===== config.mk =====
export PLATFORM = sky130hd
export DESIGN_NAME = ssc_queue
export DESIGN_NICKNAME = d
export VERILOG_FILES = /design/src/rtl/core/ssc_pkg.sv /design/src/rtl/core/ssc_queue.sv
export SDC_FILE = /design/constraint.sdc
export NUM_CORES = 1
export LEC_CHECK = 0
export ABC_AREA = 1
export BUFFER_PORTS_ARGS = -buffer_cell sky130_fd_sc_hd__buf_4
export CORE_ASPECT_RATIO = 1.2
export CORE_MARGIN = 3
export CORE_UTILIZATION = 53
export DETAILED_ROUTE_END_ITERATION = 7
export HOLD_SLACK_MARGIN = 0.03
export PLACE_DENSITY = 0.86
export SETUP_SLACK_MARGIN = 0.4
export SYNTH_ARGS = -nofsm -noshare
export SYNTH_HDL_FRONTEND = slang
export SYNTH_SLANG_ARGS = --single-unit
export TNS_END_PERCENT = 50

===== constraint.sdc =====
create_clock -name clk -period 5.5 [get_ports clk]
set_input_delay 0.275 -clock clk [delete_from_list [all_inputs] [get_ports clk]]
set_output_delay 0.275 -clock clk [all_outputs]
set_load 0.01 [all_outputs]

===== src/rtl/core/ssc_pkg.sv =====
// ssc_pkg: shared types and codes for the sorted set check merge block
// request/result words, queued command word, queue status, back-end states
// no dependencies
package ssc_pkg;

	// request codes as they arrive on the port
	localparam logic [1:0] REQ_CLEAR  = 2'd0;
	localparam logic [1:0] REQ_CAND   = 2'd1;
	localparam logic [1:0] REQ_FINISH = 2'd2;
	localparam logic [1:0] REQ_READ   = 2'd3;

	typedef struct packed {
		logic [1:0]  req_type;
		logic [23:0] object_id;
		logic [7:0]  read_index;
	} req_t;

	typedef struct packed {
		logic [1:0]  kind;
		logic        to_check;
		logic [23:0] id_out;
		logic [6:0]  check_count;
		logic [7:0]  checked_count;
		logic        dropped;
	} rsp_t;

	// classified operation; encoding matches the request code it answers
	typedef enum logic [1:0] {
		OP_CLEAR  = 2'd0,
		OP_CAND   = 2'd1,
		OP_FINISH = 2'd2,
		OP_READ   = 2'd3
	} op_t;

	typedef struct packed {
		op_t         op;
		logic [23:0] id;
		logic [7:0]  idx;
	} cmd_t;

	typedef struct packed {
		logic full;
		logic empty;
	} q_status_t;

	typedef enum logic [2:0] {
		ST_IDLE,
		ST_EXEC,
		ST_CAND_CMP,
		ST_FIN_LOOP,
		ST_FIN_CP,
		ST_READ_OUT
	} back_state_t;

endpackage


===== src/rtl/core/ssc_queue.sv =====
// ssc_queue: short command queue between front and back
// two entries, push and pop may happen in the same cycle
// depends on ssc_pkg
module ssc_queue
	import ssc_pkg::*;
(
	input  logic      clk,
	input  logic      arst_n,
	input  logic      push,
	input  cmd_t      push_cmd,
	input  logic      pop,
	output cmd_t      head,
	output q_status_t status
);

	localparam int DEPTH = 2;
	localparam int PW    = $clog2(DEPTH);
	localparam int CNW   = $clog2(DEPTH + 1);

	cmd_t           mem_q [DEPTH];
	logic [PW-1:0]  wr_ptr_q;
	logic [PW-1:0]  rd_ptr_q;
	logic [CNW-1:0] count_q;
	logic           do_push;
	logic           do_pop;

	assign status.full  = (count_q == CNW'(DEPTH));
	assign status.empty = (count_q == '0);
	assign do_push      = push && !status.full;
	assign do_pop       = pop && !status.empty;
	assign head         = mem_q[rd_ptr_q];

	always_ff @(posedge clk) begin
		if (do_push) begin
			mem_q[wr_ptr_q] <= push_cmd;
		end
	end

	always_ff @(posedge clk or negedge arst_n) begin
		if (!arst_n) begin
			wr_ptr_q <= '0;
			rd_ptr_q <= '0;
			count_q  <= '0;
		end else begin
			if (do_push) begin
				wr_ptr_q <= (wr_ptr_q == PW'(DEPTH - 1)) ? '0 : wr_ptr_q + PW'(1);
			end
			if (do_pop) begin
				rd_ptr_q <= (rd_ptr_q == PW'(DEPTH - 1)) ? '0 : rd_ptr_q + PW'(1);
			end
			case ({do_push, do_pop})
				2'b10:   count_q <= count_q + CNW'(1);
				2'b01:   count_q <= count_q - CNW'(1);
				default: count_q <= count_q;
			endcase
		end
	end

endmodule


Word level (Yosys, flattened, before mapping)
Memory sizes are Yosys's and may differ from the RTL's.
Index checks and enable logic that the tools add are counted.
- output and inout port bits: 36
- register bits after elaboration: 4
- memories: 1
- memory bits (writable): 68
- add/subtract/negate cells: 4
- reduce and logical (&&, ||, !) cells: 6
- equality and inequality tests: 3
- multiplexer cells: 5
- memories (memory ; words ; bits a word ; rd ports ; clocked after Yosys merged registers in ; write ports ; line ; source):
    mem_q ; 2 ; 34 ; 1 ; 0 ; 1 ; ssc_queue.sv:20 ; cmd_t mem_q [DEPTH];
- operators with widths (kind ; count):
    $eq A2 B2 Y1 const B ; 2
    $mux W1 ; 4
    $pmux W2 S2 ; 1
    $add A1 B1 Y1 const B ; 2
    $add A2 B1 Y2 const B ; 1
    $eq A2 B1 Y1 const B ; 1
    $logic_and A1 B1 Y1 ; 2
    $logic_not A1 Y1 ; 2
    $logic_not A2 Y1 ; 1
    $reduce_bool A2 Y1 ; 1
    $sub A2 B1 Y2 const B ; 1

Logic depth before layout (Yosys ltp)
Gate-level depths: netlist of run 1.
- depth in word-level cells: 5
- gate-level depth with buffers: 10
- depth with buffers taken out: 10

Least setup slack after synthesis of run 1
Ideal clock, no wire load.
- kind: reg2reg
- start: register count_q[0]
- end: memory mem_q[1][0] in the netlist's numbering, enable pin
- buffers on the path: 0
- arrival time: 1.977 ns
- setup slack: 3.098 ns
- period minus slack after synthesis: 2.402 ns
- stages on the path, launching flop included: 3
- library setup time: 0.425 ns
- required time: 5.075 ns
- path through: dfrtp_1 -> o21ai_2 -> nor2_1
- word-level cells in the longest chain between the ends: 5
- ends and longest elaborated chain (what ; line ; source):
    from (decl) ; ssc_queue.sv:23 ; logic [CNW-1:0] count_q;
    from (signal assigned) ; ssc_queue.sv:52 ; 2'b10: count_q <= count_q + CNW'(1);
    from (signal assigned) ; ssc_queue.sv:53 ; 2'b01: count_q <= count_q - CNW'(1);
    from (signal assigned) ; ssc_queue.sv:54 ; default: count_q <= count_q;
    $eq A2 B2 Y1 ; ssc_queue.sv:27 ; assign status.full = (count_q == CNW'(DEPTH));
    $logic_not A1 Y1 ; ssc_queue.sv:29 ; assign do_push = push && !status.full;
    $logic_and A1 B1 Y1 ; ssc_queue.sv:29 ;
    $mux W1 ; ssc_queue.sv:34 ; if (do_push) begin
    $mux W1 (not written as such) ; ssc_queue.sv:35 ; mem_q[wr_ptr_q] <= push_cmd;
    to (decl) ; ssc_queue.sv:20 ;
Every way passes these cells.

==> flow_summary_export.csv, run 1 <==
group,metric,value,unit
outcome,status,"completed",
critical_path,crit_fanout,36,
power_and_ir_drop,p_total,1.82,mW
min_path,hp-start,"push_cmd[5]",
clock_network,cts_sinks,72,
synthesis,yosysUniqueCellTypes,16,
placed_design,portBuffers,73,
timing,finClkSkew,0.0117,ns
floorplanning,io_pins,74,
placed_design,dpl.hpwl,3110,um
synthesis,ys_seq_area_frac,0.783,
timing,grt_setup_unrepaired,"no",
global_routing,globalRouteTotalUtil,0.170,
finish,fill_cells,342,
critical_path,rr_worst_depth,3,
finish,layout.nets,328,
global_routing,grt_start_max_net_pins,37,
global_routing,met3_usage,0.0671,
floorplanning,die_h,84.7,um
floorplanning,fp.dieArea,6060,um2
detailed_routing,drt_first_pass_iters,4,
placed_design,post-place-ws,3.34,ns
global_routing,antenna_found_initial,0,
min_path,holdPathEnd,"mem_q[0][5]",
timing,final-max-slew-violation-count,0,
power_and_ir_drop,p_per_area,520,nW/um2
finish,antenna_cells,0,
synthesis,netlist_area,2740,um2
timing,fin_ws,2.98,ns
placed_design,place.gp.congestion,0.659,
timing,worst_pin_slew,1.21,ns
floorplanning,rows,28,
critical_path,reg2reg_slack,3.60,ns
timing,setup_violations,0,
critical_path,rr_startpoint,"rd_ptr_q",
clock_network,cts_max_level,3,
floorplanning,die_w,71.6,um
synthesis,netlist_instances,210,
clock_network,cts_root_buffer,"clkbuf_8",
detailed_routing,wl,4800,um
synthesis,syn_nets,249,
detailed_routing,routedWlPerCell,13.6,um
clock_network,clk_latency,0.33,ns
min_path,hp-class,"input pin to flop",
floorplanning,coreArea,4970,um2
timing,period_share,0.458,
finish,multi_input_area,494,um2
finish,seq_area,2140,um2
clock_network,post_cts_buffers,0,
finish,syn2layout_area_growth,28.0,%
detailed_routing,ant_nets,0,
critical_path,crit_required,5.22,ns
global_routing,grt_pass1_wl,7530,um
clock_network,cts_made_buffers,9,
detailed_routing,avgViaCountPerCell,4.80,
global_routing,grt_most_used_layer,"met2",
finish,layout_common_cells,"nand2_1 (110), buf_4 (74), edfxtp_1 (68)",
global_routing,met1_usage,0.187,
clock_network,cts_tree,"yes",
critical_path,crit_type,"flop to output port",
timing,period_minus_slack,2.52,ns
critical_path,endpoint_kind,"output port",
floorplanning,initial_core_util,0.550,
timing,setup_tns,0,ns
clock_network,clockBufferDepth,2,
synthesis,yosys_warnings,0,
global_routing,overflow,0,
min_path,min_path_cells,1,
timing,max_slew_margin,0.195,
timing,clock.fmax,0.397,GHz
critical_path,r2r_end,"rd_ptr_q",
timing,hold_viol_final,0,
critical_path,cp_data_arrival_time,2.24,ns
timing,whs,0.123,ns
critical_path,start_kind,"flop",
power_and_ir_drop,p_leak,1.54,nW
detailed_routing,drt_iter0_markers,136,
synthesis,syn_area_per_cell,13.0,um2
synthesis,ys_ff_latch,72,
power_and_ir_drop,peakVddDrop,314,uV
clock_network,clk_pin_slew,0.07,ns
global_routing,grt_pass1_vias,1686,
detailed_routing,vias,1699,
finish,final_common_cell,"nand2_1",
finish,layout-drive-gt1-share,0.330,
detailed_routing,remaining_drc_errors,0,
global_routing,grt_use_met2,0.279,
flow_run,drv_cap,0,
[report_power, final]
group	switching, mW	leakage [nW]	internal [mW]	total, mW
clock network	0.177	0.0927	0.200	0.377
logic	0.350	0.765	0.269	0.619
registers	0.0760	0.681	0.750	0.826
total	0.602	1.54	1.22	1.82
[critical path, stage by stage, from the launching register on]
cell     delay [ns]
dfrtp_1        1.15
inv_4          0.37
nand2_1        0.16
nand2_1        0.08
buf_4          0.14
[cells by family after synthesis]
| logic type | share of synthesized area |
|---|---|
| flops | 0.783 |
| xor+xnor | 0.00320 |
| fa+ha+maj | 0.00457 |
| simple gates | 0.167 |
| compound gates | 0.00320 |
| buf+inv | 0.0393 |
[per-stage QoR]
step            util  cells  instance area (um2)
2_1_floorplan      -    210                 2740
3_3_place_gp   0.665    337                 3310
3_5_place_dp   0.665    337                 3310
4_1_cts        0.704    354                 3500
5_1_grt        0.704    354                 3500
6_report       0.704    354                 3500
[per-layer routing]
layer	vias up	wire [um]
met1	790	1870
li1	855	-
met3	8	286
met5	-	0
met4	0	101
met2	46	2540
[cells in the mapped netlist]
cell type,instances,area share
o21ai_2,1,0.0032
buf_4,3,0.0082
inv_2,3,0.0041
nand2_1,110,0.15
nor2_2,1,0.0023
xnor2_1,1,0.0032
nand2_2,2,0.0046
nand4_1,1,0.0023
inv_4,1,0.0023
dfrtp_1,4,0.037
nand3_1,3,0.0055
nor2_1,1,0.0014
edfxtp_1,68,0.75
ha_1,1,0.0046
inv_1,6,0.0082
buf_6,4,0.016
[flip-flops by register name, summed over array words and instances, names as in the netlist]
register / cells
wr_ptr_q: 1
count_q: 2
mem_q: 68
rd_ptr_q: 1
[layout make-up]
| class | instances | area share |
|---|---|---|
| Clock inverter | 2 | 0.00357 |
| Sequential cell | 72 | 0.612 |
| Timing Repair Buffer | 75 | 0.161 |
| Multi-Input combinational cell | 121 | 0.141 |
| Tap cell | 60 | 0.0214 |
| Inverter | 10 | 0.0114 |
| Clock buffer | 14 | 0.0493 |
[how the worst max path moves through the flow]
stage               start     endpoint  slack (ns)  depth (start not counted)
3_5_place_dp     rd_ptr_q     head[18]        3.34                          4
4_1_cts          rd_ptr_q     head[18]        2.93                          4
5_1_grt          rd_ptr_q     head[21]        2.74                          4
3_3_place_gp     rd_ptr_q      head[8]        3.36                          4
2_1_floorplan  count_q[0]  mem_q[1][0]        3.10                          2
6_report         rd_ptr_q     head[18]        2.98                          4
[what timing repair did]
action	4_1_cts	5_1_grt
gates resized for setup	0	0
hold buffers	1	0
endpoints found under the hold margin	4	0
No activity file was read; power rests on OpenSTA's default activity.
==> run 2, diff against run 1 <==
- CORE_UTILIZATION: 53 -> 51
- PLACE_DENSITY: 0.86 -> 0.84
- clock period: 5.5 -> 2.41 ns (I/O delays scaled with it)
==> run 2 against run 1 <==
  * Non-clock buffer count grew 37
  * Register-to-register slack worse by 2.8 ns
  * Die area up 3.6%
  * Critical endpoint is now head[27]
  * Core utilization grew 7.0 points
  * Worst hold slack lost 0.076 ns
  * Highest routed layer unchanged
  * Sequential power rose by 120%
  * Final cell count up 10%
  * Total power is 140% higher
  * Largest cell class unchanged
  * First-iteration DRC count decreased by 16%
  * Critical path depth is the same
  * Sequential share of layout area fell by 6.3 points
==> flow_summary_export.csv, run 2 (synthesis gave the netlist of run 1 again) <==
group,metric,value,unit
clock_network,cts_root_buffer,"clkbuf_8",
critical_path,endpoint_kind,"output port",
critical_path,critPathBufInv,2,
timing,max_slew_margin,0.662,
finish,layout_common_cells,"nand2_1 (110), buf_4 (76), edfxtp_1 (68)",
global_routing,globalRouteTotalUtil,0.197,
placed_design,portBuffers,73,
critical_path,crit_type,"flop to output port",
min_path,hp-class,"input pin to flop",
floorplanning,coreArea,5040,um2
timing,period_minus_slack,1.76,ns
timing,setup_tns,0,ns
power_and_ir_drop,p_leak,1.71,nW
detailed_routing,avgViaCountPerCell,4.88,
floorplanning,die_w,72.9,um
critical_path,path_cells,"buf_4 -> nand2_1 -> nand2_1 -> buf_4",
timing,whs,0.0473,ns
global_routing,grt_use_met2,0.349,
clock_network,cts_made_buffers,9,
critical_path,crit_cells,4,
outcome,status,"completed",
finish,largestRegisters,"mem_q (68), count_q (2)",
critical_path,crit_fanout,24,
critical_path,start_kind,"flop",
timing,final-max-slew-violation-count,0,
critical_path,crit_family,"flip-flops",
timing,hold_viol_final,0,
detailed_routing,routedWlPerCell,14.4,um
clock_network,cts_sinks,72,
min_path,hp-start,"pop",
finish,layout-drive-gt1-share,0.302,
floorplanning,fp.dieArea,6280,um2
finish,fill_cells,317,
finish,fin_util,0.774,
critical_path,cpMaxStageDelayCell,"dfrtp_1",
global_routing,grt_pass1_vias,1969,
global_routing,grt_most_used_layer,"met2",
detailed_routing,ant_nets,0,
min_path,holdPathEnd,"rd_ptr_q",
critical_path,reg2reg_slack,0.79,ns
floorplanning,rows,28,
timing,finClkSkew,0.00557,ns
finish,layout.nets,365,
finish,syn2layout_area_growth,42.6,%
global_routing,met1_usage,0.198,
global_routing,antenna_found_initial,0,
flow_run,drv_cap,0,
detailed_routing,drt_iter0_markers,114,
critical_path,rr_worst_depth,6,
timing,worst_pin_slew,0.506,ns
critical_path,rr_startpoint,"count_q[1]",
global_routing,overflow,0,
clock_network,clk_latency,0.34,ns
critical_path,cp_data_arrival_time,1.63,ns
clock_network,cts_max_level,3,
critical_path,r2r_end,"mem_q[0][6]",
detailed_routing,drt_first_pass_iters,4,
global_routing,met3_usage,0.0615,
global_routing,grt_start_max_net_pins,36,
placed_design,post-place-ws,0.793,ns
power_and_ir_drop,p_per_area,1130,nW/um2
timing,period_share,0.728,
clock_network,cts-resized-gates,0,
placed_design,dpl.hpwl,3430,um
min_path,min_path_cells,3,
clock_network,clk_pin_slew,0.07,ns
detailed_routing,remaining_drc_errors,0,
timing,fin_ws,0.655,ns
detailed_routing,wl,5610,um
floorplanning,io_pins,74,
timing,setup_violations,0,
finish,antenna_cells,0,
finish,final_common_cell,"nand2_1",
global_routing,grt_pass1_wl,8800,um
floorplanning,initial_core_util,0.542,
critical_path,max_stage_delay,0.62,ns
timing,clock.fmax,0.570,GHz
floorplanning,die_h,86.2,um
clock_network,clockBufferDepth,2,
power_and_ir_drop,peakVddDrop,808,uV
timing,grt_setup_unrepaired,"no",
clock_network,cts_tree,"yes",
placed_design,place.gp.congestion,0.725,
finish,top_register,"mem_q",
finish,largest_reg_flops,68,
detailed_routing,vias,1909,
critical_path,crit_required,2.29,ns
[run 2: cell types whose count changed in the layout (fill, tap and decap cells not counted), sizes merged]
cell,change
clkinvlp,-1
clkbuf,-5
buf,+3
dlygate4sd3,+34
bufinv,+2
clkinv,+4
[run 2: tightest hold or removal path: stages]
cell and delay [ns]:
buf_4 0.09, nand3_1 0.08, nand2_1 0.07
[run 2: cell type report]
| cell class | instances | area [um2] | share of cell area |
|---|---|---|---|
| inverters | 10 | 40.0 | 0.0103 |
| clock buffers | 9 | 124 | 0.0317 |
| well taps | 60 | 75.1 | 0.0192 |
| multi-input cells | 121 | 494 | 0.127 |
| flip-flops and latches | 72 | 2140 | 0.549 |
| repair buffers | 112 | 941 | 0.241 |
| clock inverters | 7 | 86.3 | 0.0221 |
[run 2: power by group]
part / total, mW / switching [mW] / internal [mW]
Sequential: 1.83 / 0.118 / 1.71
Clock: 0.994 / 0.421 / 0.573
Combinational: 1.59 / 0.906 / 0.681
Total: 4.41 / 1.44 / 2.96
[run 2: through the flow]
step,cells,cell area (um2),total power [mW]
after detailed placement,340,3340,3.39
after CTS,391,3900,4.43
after global routing,391,3900,4.69
after floorplan,210,2740,2.72
final,391,3900,4.41
after global placement,340,3340,3.34
[run 2: per-layer routing]
layer | wire (um) | part of all wire | up-vias
li1 | - | - | 926
met4 | 186 | 0.033 | 0
met5 | 0 | 0 | -
met3 | 304 | 0.054 | 16
met2 | 3140 | 0.56 | 73
met1 | 1980 | 0.35 | 894
[run 2: timing repair]
action                    in CTS  in global routing
hold buffers                  35                  0
hold endpoints to repair      72                  0
buffers inserted               0                  0
[run 2: worst max path at each step]
stage | start | end | slack, ns
after global placement | count_q[1] | mem_q[0][4] | 0.85
after CTS | rd_ptr_q | head[27] | 0.63
after global routing | rd_ptr_q | head[27] | 0.51
after floorplan | count_q[0] | mem_q[1][0] | 0.57
after detailed placement | count_q[1] | mem_q[0][10] | 0.79
final | rd_ptr_q | head[27] | 0.65
==> run 3, diff against run 2 <==
- CORE_UTILIZATION: 51 -> 46
- PLACE_DENSITY: 0.84 -> 0.8
- clock period: 2.41 -> 1.6 ns (I/O delays scaled with it)
==> run 3 against run 2 <==
  * Combinational power is 72% higher
  * Global-route usage fell by 2.5 points
  * Clock skew rose by 0.0034 ns
  * Sequential power is 50% higher
  * Clock power up 38%
  * Sequential share of layout area is 2.1 points lower
  * Core utilization shrank 6.1 points
  * Register-to-register slack worse by 0.54 ns
  * Die area rose by 10%
  * Clock-buffer cell count stayed put
  * Total power increased by 55%
  * Critical endpoint is now head[23]
==> flow_summary_export.csv, run 3 (synthesis gave the netlist of run 1 again) <==
group,metric,value,unit
outcome,status,"completed",
detailed_routing,drt_first_pass_iters,4,
timing,max_slew_margin,0.858,
timing,clock.fmax,0.731,GHz
finish,largest_reg_flops,68,
timing,hold_viol_final,0,
global_routing,grt_start_max_net_pins,36,
critical_path,crit_fanout,20,
timing,worst_pin_slew,0.212,ns
power_and_ir_drop,peakVddDrop,1010,uV
power_and_ir_drop,p_per_area,1690,nW/um2
placed_design,dp_cells,360,
global_routing,grt_most_used_layer,"met2",
clock_network,clk_pin_slew,0.08,ns
min_path,hp-class,"input pin to flop",
critical_path,crit_required,1.52,ns
timing,finClkSkew,0.00895,ns
finish,final_cells,418,
global_routing,met3_usage,0.0449,
clock_network,clockBufferDepth,2,
critical_path,crit_family,"flip-flops",
global_routing,globalRouteTotalUtil,0.172,
finish,top_register,"mem_q",
timing,setup_violations,0,
finish,layout.nets,373,
detailed_routing,ant_nets,0,
floorplanning,coreArea,5710,um2
timing,setup_tns,0,ns
finish,final_cell_area,4060,um2
global_routing,met1_usage,0.181,
placed_design,dpl_cell_area,3390,um2
floorplanning,die_w,76.4,um
critical_path,cpMaxStageDelayCell,"dfrtp_2",
clock_network,cts_max_level,3,
floorplanning,die_h,90.5,um
placed_design,dpl.hpwl,3430,um
finish,layout-drive-gt1-share,0.343,
floorplanning,fp.dieArea,6910,um2
placed_design,portBuffers,73,
clock_network,cts_sinks,72,
critical_path,critPathBufInv,2,
clock_network,cts_made_buffers,9,
critical_path,endpoint_kind,"output port",
floorplanning,initial_core_util,0.480,
global_routing,overflow,0,
critical_path,crit_top_cell,"nand2_1",
global_routing,grt_use_met2,0.309,
global_routing,grt_pass1_vias,1848,
flow_run,drv_cap,0,
detailed_routing,drt_iter0_markers,94,
detailed_routing,routedWlPerCell,14.0,um
detailed_routing,avgViaCountPerCell,4.50,
finish,largestRegisters,"mem_q (68), count_q (2)",
power_and_ir_drop,p_leak,1.75,nW
global_routing,antenna_found_initial,0,
timing,period_minus_slack,1.37,ns
floorplanning,rows,30,
critical_path,max_stage_delay,0.44,ns
critical_path,crit_type,"flop to output port",
critical_path,start_kind,"flop",
timing,final-max-slew-violation-count,0,
placed_design,place.gp.congestion,0.732,
finish,layout_common_cells,"nand2_1 (110), buf_4 (78), edfxtp_1 (68)",
finish,antenna_cells,0,
critical_path,path_cells,"buf_6 -> nand2_1 -> nand2_1 -> buf_4",
detailed_routing,remaining_drc_errors,0,
timing,grt_setup_unrepaired,"yes",
detailed_routing,vias,1883,
global_routing,grt_pass1_wl,8920,um
clock_network,clk_latency,0.34,ns
finish,fin_util,0.712,
clock_network,cts_root_buffer,"clkbuf_8",
clock_network,cts_tree,"yes",
finish,syn2layout_area_growth,48.5,%
detailed_routing,wl,5870,um
floorplanning,io_pins,74,
timing,period_share,0.856,
finish,final_common_cell,"nand2_1",
critical_path,cp_data_arrival_time,1.29,ns
## run 3: metal layers
metal | vias up | routed length (um)
met2 | 61 | 3130
met3 | 17 | 262
met5 | - | 0
met4 | 0 | 161
li1 | 943 | -
met1 | 862 | 2310
## run 3: path summary, 6_finish.rpt
kind	slack [ns]	startpoint	endpoint	cells after the start
max in group asynchronous	1.42	arst_n	rd_ptr_q	2
hold / removal	0.04	push	wr_ptr_q	3
setup / recovery	0.23	rd_ptr_q	head[23]	4
setup reg to reg	0.25	count_q[1]	count_q[0]	8
hold reg to reg	0.50	count_q[1]	count_q[1]	2
min in group asynchronous	0.06	arst_n	wr_ptr_q	2
## run 3: cell type report
type / count / area [um2]
well taps: 80 / 100
multi-input cells: 121 / 524
flip-flops and latches: 72 / 2140
inverters: 10 / 48.8
clock inverters: 6 / 61.3
fillers: 413 / 1640
clock buffers: 9 / 124
repair buffers: 120 / 1060
## run 3: report_power, final
part | switching [mW] | internal (mW) | total [mW]
Sequential | 0.160 | 2.58 | 2.74
Combinational | 1.48 | 1.26 | 2.74
Clock | 0.667 | 0.705 | 1.37
## run 3: worst min-delay path: stages
cell and delay, ns:
buf_4 0.10, nand3_2 0.10, nand2_1 0.07
## run 3: per-stage QoR
step           hold slack [ns]  power [mW]  setup WS (ns)
2_1_floorplan           -0.216        4.13         0.0611
3_3_place_gp            -0.119        5.11          0.279
3_5_place_dp            -0.115        5.20          0.226
4_1_cts                 0.0325        6.84          0.224
5_1_grt                 0.0431        7.23          0.166
6_report                0.0402        6.85          0.231
## run 3: repair_timing
item                                    in CTS  in global routing
endpoints found under the setup margin     105                105
pin swaps                                    2                  4
hold endpoints to repair                    73                  0
resized for setup                            9                  2
buffers inserted                             4                  1
hold buffers                                36                  0
gates cloned                                 1                  1
